## config.mk

```make
export PLATFORM = sky130hd
export DESIGN_NAME = overlap_classify_finalize_unit
export DESIGN_NICKNAME = d
export VERILOG_FILES = /design/src/rtl/ocf_pkg.sv /design/src/rtl/overlap_classify_finalize_unit.sv /design/src/rtl/ocf_prep.sv /design/src/rtl/ocf_classify.sv
export SDC_FILE = /design/constraint.sdc
export NUM_CORES = 1
export LEC_CHECK = 0
export ABC_CLOCK_PERIOD_IN_PS = 14900
export BUFFER_PORTS_ARGS = -buffer_cell sky130_fd_sc_hd__buf_2
export CAP_MARGIN = 5
export CELL_PAD_IN_SITES_DETAIL_PLACEMENT = 1
export CELL_PAD_IN_SITES_GLOBAL_PLACEMENT = 1
export CORE_MARGIN = 3
export CORE_UTILIZATION = 40
export DETAILED_ROUTE_END_ITERATION = 12
export HOLD_SLACK_MARGIN = 0.15
export PLACE_DENSITY_LB_ADDON = 0.1
export SKIP_LAST_GASP = 1
export SLEW_MARGIN = 15
export SYNTH_ARGS = -nofsm -noshare
export SYNTH_HDL_FRONTEND = slang
export SYNTH_SLANG_ARGS = --single-unit
export TNS_END_PERCENT = 50
```

## constraint.sdc

```tcl
create_clock -name clk_i -period 14.9 [get_ports clk_i]
set_input_delay 2.98 -clock clk_i [delete_from_list [all_inputs] [get_ports clk_i]]
set_output_delay 2.98 -clock clk_i [all_outputs]
set_load 0.01 [all_outputs]
```

## src/rtl/ocf_pkg.sv

```systemverilog
// Package for the overlap classify and finalize unit.
// Holds the beat structs, the overlap kind codes and the internal-test constant.
// No dependencies.
`default_nettype none

package ocf_pkg;

  localparam int unsigned CoordBits = 32;
  localparam int unsigned KindBits  = 3;

  // An overlap is internal when span < 7 * overhang (7 = 8 * 0.875 = 2^SpanFactorShift - 1).
  localparam int unsigned SpanFactorShift = 3;
  localparam int unsigned ProdBits        = CoordBits + SpanFactorShift;

  typedef logic [CoordBits-1:0] coord_t;

  typedef enum logic [KindBits-1:0] {
    KindInternal     = 3'd0,
    KindLeftContain  = 3'd1,
    KindRightContain = 3'd2,
    KindLeftToRight  = 3'd3,
    KindRightToLeft  = 3'd4
  } kind_e;

  typedef struct packed {
    coord_t left_start;
    coord_t left_stop;
    coord_t right_start;
    coord_t right_stop;
    logic   same_strand;
    coord_t left_region_start;
    coord_t left_region_stop;
    coord_t right_region_start;
    coord_t right_region_stop;
    coord_t right_read_length;
  } ocf_in_t;

  typedef struct packed {
    logic [KindBits-1:0] overlap_kind;
    logic                accepted;
    coord_t              out_left_start;
    coord_t              out_left_stop;
    coord_t              out_right_start;
    coord_t              out_right_stop;
  } ocf_out_t;

  // Region-relative coordinates, computed in the first stage.
  typedef struct packed {
    coord_t lb;
    coord_t le;
    coord_t ltail;
    coord_t rb;
    coord_t re;
    coord_t rtail;
    coord_t lspan;
    coord_t rspan;
    coord_t rrel_b;
    coord_t rrel_e;
    coord_t rlen_read;
    coord_t ls;
    coord_t lt;
    coord_t rs;
    coord_t rt;
    logic   same;
  } ocf_prep_t;

endpackage

`default_nettype wire

```

## src/rtl/overlap_classify_finalize_unit.sv

```systemverilog
// Top level of the overlap classify and finalize unit: a two-stage pipeline.
// Depends on ocf_pkg, ocf_prep and ocf_classify.
//
//   Channel   Direction  Handshake               Payload
//   in        input      in_valid_i / in_ready_o    in_beat_i  (ocf_in_t)
//   out       output     out_valid_o / out_ready_i  out_beat_o (ocf_out_t)
//
// One beat enters per cycle while the output is not stalled; each taken beat passes
// through the two pipeline registers (relative coordinates, then the result).
// Reset empties both stages; payload registers are not reset.
// When the output stalls, a beat still moves into any empty stage, so the
// unit takes new beats until both stages are full.
// in_ready_o depends combinationally on out_ready_i through the stage chain.
`default_nettype none

module overlap_classify_finalize_unit
  import ocf_pkg::*;
(
  input  wire logic    clk_i,
  input  wire logic    rst_ni,
  input  wire logic    in_valid_i,
  output logic         in_ready_o,
  input  wire ocf_in_t in_beat_i,
  output logic         out_valid_o,
  input  wire logic    out_ready_i,
  output ocf_out_t     out_beat_o
);

  ocf_prep_t prep_d;
  ocf_prep_t prep_q;
  logic      s1_valid_q;
  ocf_out_t  res_d;
  ocf_out_t  res_q;
  logic      s2_valid_q;
  logic      s1_ready;
  logic      s2_ready;

  // Stage 1 logic: subtract the region starts, mirror on the reverse strand.
  ocf_prep u_prep (
    .beat_i (in_beat_i),
    .prep_o (prep_d)
  );

  // Stage 2 logic: classify the overlap and pick the output coordinates.
  ocf_classify u_classify (
    .prep_i (prep_q),
    .beat_o (res_d)
  );

  // A stage can load when it is empty or its contents move on this cycle.
  assign s2_ready   = !s2_valid_q || out_ready_i;
  assign s1_ready   = !s1_valid_q || s2_ready;
  assign in_ready_o = s1_ready;

  always_ff @(posedge clk_i or negedge rst_ni) begin
    if (!rst_ni) begin
      s1_valid_q <= 1'b0;
      s2_valid_q <= 1'b0;
    end else begin
      if (s1_ready) begin
        s1_valid_q <= in_valid_i;
      end
      if (s2_ready) begin
        s2_valid_q <= s1_valid_q;
      end
    end
  end

  // Payload registers load only when a beat actually moves in.
  always_ff @(posedge clk_i) begin
    if (s1_ready && in_valid_i) begin
      prep_q <= prep_d;
    end
    if (s2_ready && s1_valid_q) begin
      res_q <= res_d;
    end
  end

  assign out_valid_o = s2_valid_q;
  assign out_beat_o  = res_q;

`ifndef SYNTHESIS
  // A beat taken at the input is held in stage 1 on the next cycle.
  a_in_to_s1 : assert property (@(posedge clk_i) disable iff (!rst_ni)
    in_valid_i && in_ready_o |=> s1_valid_q)
    else $error("accepted input beat did not reach stage 1");

  // A stage 1 beat that can advance shows up at the output next cycle.
  a_s1_to_out : assert property (@(posedge clk_i) disable iff (!rst_ni)
    s1_valid_q && s2_ready |=> out_valid_o)
    else $error("stage 1 beat lost on its way to the output");

  // An empty first stage never stalls the input.
  a_bubble_ready : assert property (@(posedge clk_i) disable iff (!rst_ni)
    !s1_valid_q |-> in_ready_o)
    else $error("input stalled while stage 1 is empty");
`endif

endmodule

`default_nettype wire

```

## src/rtl/ocf_prep.sv

```systemverilog
// First stage logic: region-relative coordinates, tails and spans.
// Depends on ocf_pkg.
`default_nettype none

module ocf_prep
  import ocf_pkg::*;
(
  input  wire ocf_in_t beat_i,
  output ocf_prep_t    prep_o
);

  // Every computed value below reduces to a single modular subtraction of two inputs.
  // On the reverse strand the right interval is mirrored against the region
  // length, which cancels the region start against itself.
  always_comb begin
    prep_o.ls        = beat_i.left_start;
    prep_o.lt        = beat_i.left_stop;
    prep_o.rs        = beat_i.right_start;
    prep_o.rt        = beat_i.right_stop;
    prep_o.same      = beat_i.same_strand;
    prep_o.rlen_read = beat_i.right_read_length;

    prep_o.lb     = beat_i.left_start - beat_i.left_region_start;
    prep_o.le     = beat_i.left_stop - beat_i.left_region_start;
    prep_o.ltail  = beat_i.left_region_stop - beat_i.left_stop;
    prep_o.lspan  = beat_i.left_stop - beat_i.left_start;
    prep_o.rspan  = beat_i.right_stop - beat_i.right_start;
    prep_o.rrel_b = beat_i.right_start - beat_i.right_region_start;
    prep_o.rrel_e = beat_i.right_stop - beat_i.right_region_start;

    if (beat_i.same_strand) begin
      prep_o.rb    = beat_i.right_start - beat_i.right_region_start;
      prep_o.re    = beat_i.right_stop - beat_i.right_region_start;
      prep_o.rtail = beat_i.right_region_stop - beat_i.right_stop;
    end else begin
      prep_o.rb    = beat_i.right_region_stop - beat_i.right_stop;
      prep_o.re    = beat_i.right_region_stop - beat_i.right_start;
      prep_o.rtail = beat_i.right_start - beat_i.right_region_start;
    end
  end

endmodule

`default_nettype wire

```

## src/rtl/ocf_classify.sv

```systemverilog
// Second stage logic: overlap classification and coordinate rewrite.
// Depends on ocf_pkg.
`default_nettype none

module ocf_classify
  import ocf_pkg::*;
(
  input  wire ocf_prep_t prep_i,
  output ocf_out_t       beat_o
);

  coord_t             min_start;
  coord_t             min_tail;
  coord_t             overhang;
  logic [ProdBits-1:0] overhang_x7;
  logic               short_l;
  logic               short_r;
  kind_e              kind;
  logic               acc;

  always_comb begin
    min_start = (prep_i.lb < prep_i.rb) ? prep_i.lb : prep_i.rb;
    min_tail  = (prep_i.ltail < prep_i.rtail) ? prep_i.ltail : prep_i.rtail;
    overhang  = min_start + min_tail;

    // 7 * overhang as 8 * overhang - overhang, wide enough not to wrap.
    overhang_x7 = {overhang, {SpanFactorShift{1'b0}}}
                - {{SpanFactorShift{1'b0}}, overhang};
    short_l = {{SpanFactorShift{1'b0}}, prep_i.lspan} < overhang_x7;
    short_r = {{SpanFactorShift{1'b0}}, prep_i.rspan} < overhang_x7;

    if (short_l || short_r) begin
      kind = KindInternal;
    end else if ((prep_i.lb <= prep_i.rb) && (prep_i.ltail <= prep_i.rtail)) begin
      kind = KindLeftContain;
    end else if ((prep_i.rb <= prep_i.lb) && (prep_i.rtail <= prep_i.ltail)) begin
      kind = KindRightContain;
    end else if (prep_i.lb > prep_i.rb) begin
      kind = KindLeftToRight;
    end else begin
      kind = KindRightToLeft;
    end

    acc = (kind == KindLeftToRight) || (kind == KindRightToLeft);

    beat_o.overlap_kind = kind;
    beat_o.accepted     = acc;
    if (acc) begin
      beat_o.out_left_start = prep_i.lb;
      beat_o.out_left_stop  = prep_i.le;
      if (prep_i.same) begin
        beat_o.out_right_start = prep_i.rrel_b;
        beat_o.out_right_stop  = prep_i.rrel_e;
      end else begin
        beat_o.out_right_start = prep_i.rlen_read - prep_i.rrel_e;
        beat_o.out_right_stop  = prep_i.rlen_read - prep_i.rrel_b;
      end
    end else begin
      beat_o.out_left_start  = prep_i.ls;
      beat_o.out_left_stop   = prep_i.lt;
      beat_o.out_right_start = prep_i.rs;
      beat_o.out_right_stop  = prep_i.rt;
    end
  end

endmodule

`default_nettype wire

```

==> impl.org <==
** Status
- Outcome :: finished clean

** Cells and area
- Post-synthesis to final-layout area growth :: 14.43%
- Most common cell after layout, fill and taps aside :: edfxtp_1
- Number of inserted filler cells in the final layout :: between 10000 and 15000
- The top cell types in the final layout, fill and taps aside, are edfxtp_1, ha_1, inv_1.
- Area of all placed cells without fillers :: just under 50000 um2
- Area of the multi-input gates :: 22800 um2
- Footprint of the flip-flops and latches :: 17500 um2
- Final cell count without fillers :: roughly 6000
- The net count of the finished layout is 5303.
- Fraction of layout cells with a size suffix above 1 :: 0.1683

** Power
- Clock share of power :: 0.188
- The internal portion of the total power is 5458 uW.
- The share of total power dissipated in sequential elements is 0.228.
- Peak supply drop :: about 160 uV
- Leakage dissipation :: 0.02162 uW
- Comb power frac :: 0.584
- Power per standard cell area :: 196.5 nW/um2
- Net switching power :: 4054 uW
- Of the total power, the share spent switching nets is 0.4262.
- Total power :: ~9500 uW

** STA
- Clock tree skew after final layout :: 0.02517 ns
- Post-route worst hold slack :: 0.5085 ns
- Slew Limit Fails :: 0
- The smallest clock period supported by the final layout is computed as approximately 13 ns.
- Unrepaired setup endpoints after global routing :: no
- At the pin with the least slew margin, the transition time is ~1.3 ns.
- FMAX :: 79.26 MHz
- Setup violations remaining at the end of the flow were counted as 0.
- The count of final hold-check violations is 0.
- Measured against its own limit, the worst slew margin works out to 0.1399.
- TNS Setup :: 0 ns
- Of the available clock period, the critical path in the final layout requires 0.8467.

** Logic synthesis
- Count of different cell masters after synthesis :: 87
- The portion of synthesized area spent on multiplexers is 0.06902.
- Simple-gate share of the synthesized area :: 0.1075
- During synthesis, Yosys emitted a total of 0 warnings.
- By area, the combinational part of the netlist is dominated by compound AO/OA/AOI/OAI gates.
- Total standard cell area after synthesis :: 42310 um2
- The synthesized design contains 581 enable-type register cells.
- Number of synthesized register bits :: slightly below 600
- Prevailing post-synth register cell :: edfxtp_1
- Synth async-reset ratio :: 0.003431
- Post-synthesis adder-cell area fraction :: 0.1491
- In this run the mean area of a mapped cell was 10.43 um2.
- Net Count, Synth :: 4845
- Compound-cell area share of the yosys netlist :: 0.1505
- Part of the Yosys area used for sequential elements :: 0.4135
- The cell count after synthesis came out at about 4100.
- Of the total synthesized cell area, the portion taken by XOR and XNOR cells is 0.06148.

** Clock network
- Clock H-tree levels :: 3
- At the later pin of the worst-skew pair, clock insertion delay measures around 0.64 ns.
- Number of buffers created by CTS :: 73
- Post-CTS setup buffers :: 0
- Clock sinks :: between 500 and 600
- Post-CTS repair changed the size of 0 cells.
- TritonCTS built the clock tree.
- Hold buffer count at CTS :: 0
- Clk pin slew, worst setup/hold paths :: 0.06 ns
- CTS placed an instance of clkbuf_16 at the clock tree root.
- The clock passes through at most 3 buffers.

** Floorplanning
- Floorplan die area :: approximately 110000 um2
- 427 I/O pins were placed.
- Placement row count :: 118
- X dimension of the die :: 331.2 um
- In this run the vertical extent of the chip is 331.2 um.
- The region available for standard cell placement spans 104200 um2.
- The initial utilization of the core area, before any placement, comes to 0.4059.

** Detailed routing
- Wires add up to between 100 and 150 mm.
- Antenna viol nets, final :: 0
- For this run, the detailed router's first-pass iteration total came to 5.
- The first routing iteration left 1768 violations.
- In the routed design, unresolved DRC markers number 0.
- Via total after detailed routing :: between 30000 and 40000
- After detailed routing, the average wire length per cell comes to between 20 and 25 um.
- In the routed layout, each cell is associated on average with a via count of 5.266.

** Placed design
- Number of cells in the design after placement :: between 5000 and 6000
- At the end of routability-driven placement, the weighted congestion stood at 0.8550.
- After detailed placement, the total cell area comes to roughly 46000 um2.
- Number of input and output port buffers inserted :: ~430
- Summed over all nets, the half-perimeter wirelength after detailed placement is roughly 100 mm.

** Global route
- For this run, the total global-route usage over all layers was measured as 0.2220.
- Summed over all layers, the global routing overflow is 0.
- Pin count of the biggest net entering global routing :: 149
- Antenna violations before repair :: 18
- Via count of the first global-routing pass :: 32510
- Wire length of the first global-routing pass :: 190.0 mm

** Setup path
- Most frequent cell on the critical path :: ha_1
- Worst Path Class, Setup :: reg -> reg
- The worst setup path is captured at a flop.
- Critical-path cell with the highest stage delay :: a2111oi_0
- STA puts the critical path data required time at 15.27 ns.
- STA classifies the critical path startpoint as a flop.
- For this run, the slowest stage of the critical path takes roughly 0.76 ns.
- Of all nets on the critical path, the largest fanout is 38.
- Data on the critical path arrives at its endpoint at around 13 ns.

** Job
- Number of maximum-capacitance constraint violations :: 0

** Min path
- Classification of the worst-slack hold path :: reg -> reg
==> power by group through the flow <==
stage	clock (uW)	sequential (uW)	combinational (uW)
floorplan	0	2220	4110
global placement	0	2210	5440
detailed placement	0	2210	5530
CTS	1850	2180	5570
global route	1910	2190	6280
finish	1790	2170	5550
==> cell type report <==
type	instances	share of cell area
Tap cell	1380	0.03566
Sequential cell	583	0.3614
Clock buffer	92	0.04072
Inverter	466	0.03613
Clock inverter	37	0.008062
Timing Repair Buffer	440	0.04672
Multi-Input combinational cell	2950	0.4708
Antenna cell	11	0.0005685
==> cell usage after synthesis (18+ instances only) <==
cell type / number / share of area
xor2_1: 91 / 0.019
mux2_2: 109 / 0.029
clkbuf_1: 36 / 0.0032
a31oi_1: 26 / 0.0038
or3_1: 30 / 0.0044
nand2b_1: 73 / 0.011
nor2_1: 225 / 0.020
edfxtp_1: 581 / 0.41
a21oi_1: 233 / 0.028
inv_1: 464 / 0.041
a21boi_0: 34 / 0.0060
nor2b_1: 52 / 0.0077
nand3_1: 65 / 0.0077
xnor2_1: 199 / 0.041
o211ai_1: 18 / 0.0032
nor3_1: 74 / 0.0088
mux2_4: 60 / 0.021
nand4_1: 24 / 0.0035
o21bai_1: 24 / 0.0043
nand2_1: 263 / 0.023
and3_1: 38 / 0.0056
ha_1: 485 / 0.14
o21ai_0: 231 / 0.027
a211oi_1: 40 / 0.0071
o21a_1: 53 / 0.0094
and2_1: 28 / 0.0041
o31ai_1: 35 / 0.0062
a21o_1: 131 / 0.023
or2_2: 29 / 0.0043
mux2_1: 57 / 0.015
==> cell families after synthesis <==
group	Yosys count
xor gates and xnor gates	293
adders and majority gates	498
muxes	241
and+or+nand+nor	940
AOI/OAI and AO/OA	978
DFF	583
buffers and inverters	523
==> sequential cells by signal, indices dropped and copies added, names as in the netlist <==
signal,cells
out_beat_o,132
out_valid_o,1
prep_q,449
s1_valid_q,1
==> critical path, delay by kind of cell, from the launching register on <==
kind / cells / cell delay [ns]
AOI/OAI and AO/OA: 17 / 4.76
xor gates and xnor gates: 2 / 0.39
adders and majority gates: 4 / 1.21
buffers and inverters: 3 / 1.84
DFF: 1 / 0.46
muxes: 2 / 0.81
and+or+nand+nor: 10 / 2.80
==> final timing paths <==
path	slack [ns]	startpoint	cells past startpoint	endpoint
max	2.28	prep_q[480]	38	out_beat_o[12]
min	0.51	s1_valid_q	1	out_valid_o
max reg2reg	2.28	prep_q[480]	38	out_beat_o[12]
min reg2reg	0.51	s1_valid_q	1	out_valid_o
max in group asynchronous	12.69	rst_ni	1	out_valid_o
min in group asynchronous	2.12	rst_ni	1	s1_valid_q
==> stage by stage <==
step	utilization	worst slack (ns)
floorplan	-	0.6693
global placement	0.4416	2.662
detailed placement	0.4416	2.400
CTS	0.4643	2.334
global route	0.4643	1.284
finish	0.4645	2.284
==> routing by layer <==
layer  GRT usage  vias to the layer above  share of wire
li1            -                    15730              -
met1      0.2707                    14960           0.42
met2      0.4023                      510           0.51
met3     0.03363                      168          0.042
met4     0.06721                        6          0.028
met5           0                        -        0.00026
No activity file was read; power rests on OpenSTA's default activity.
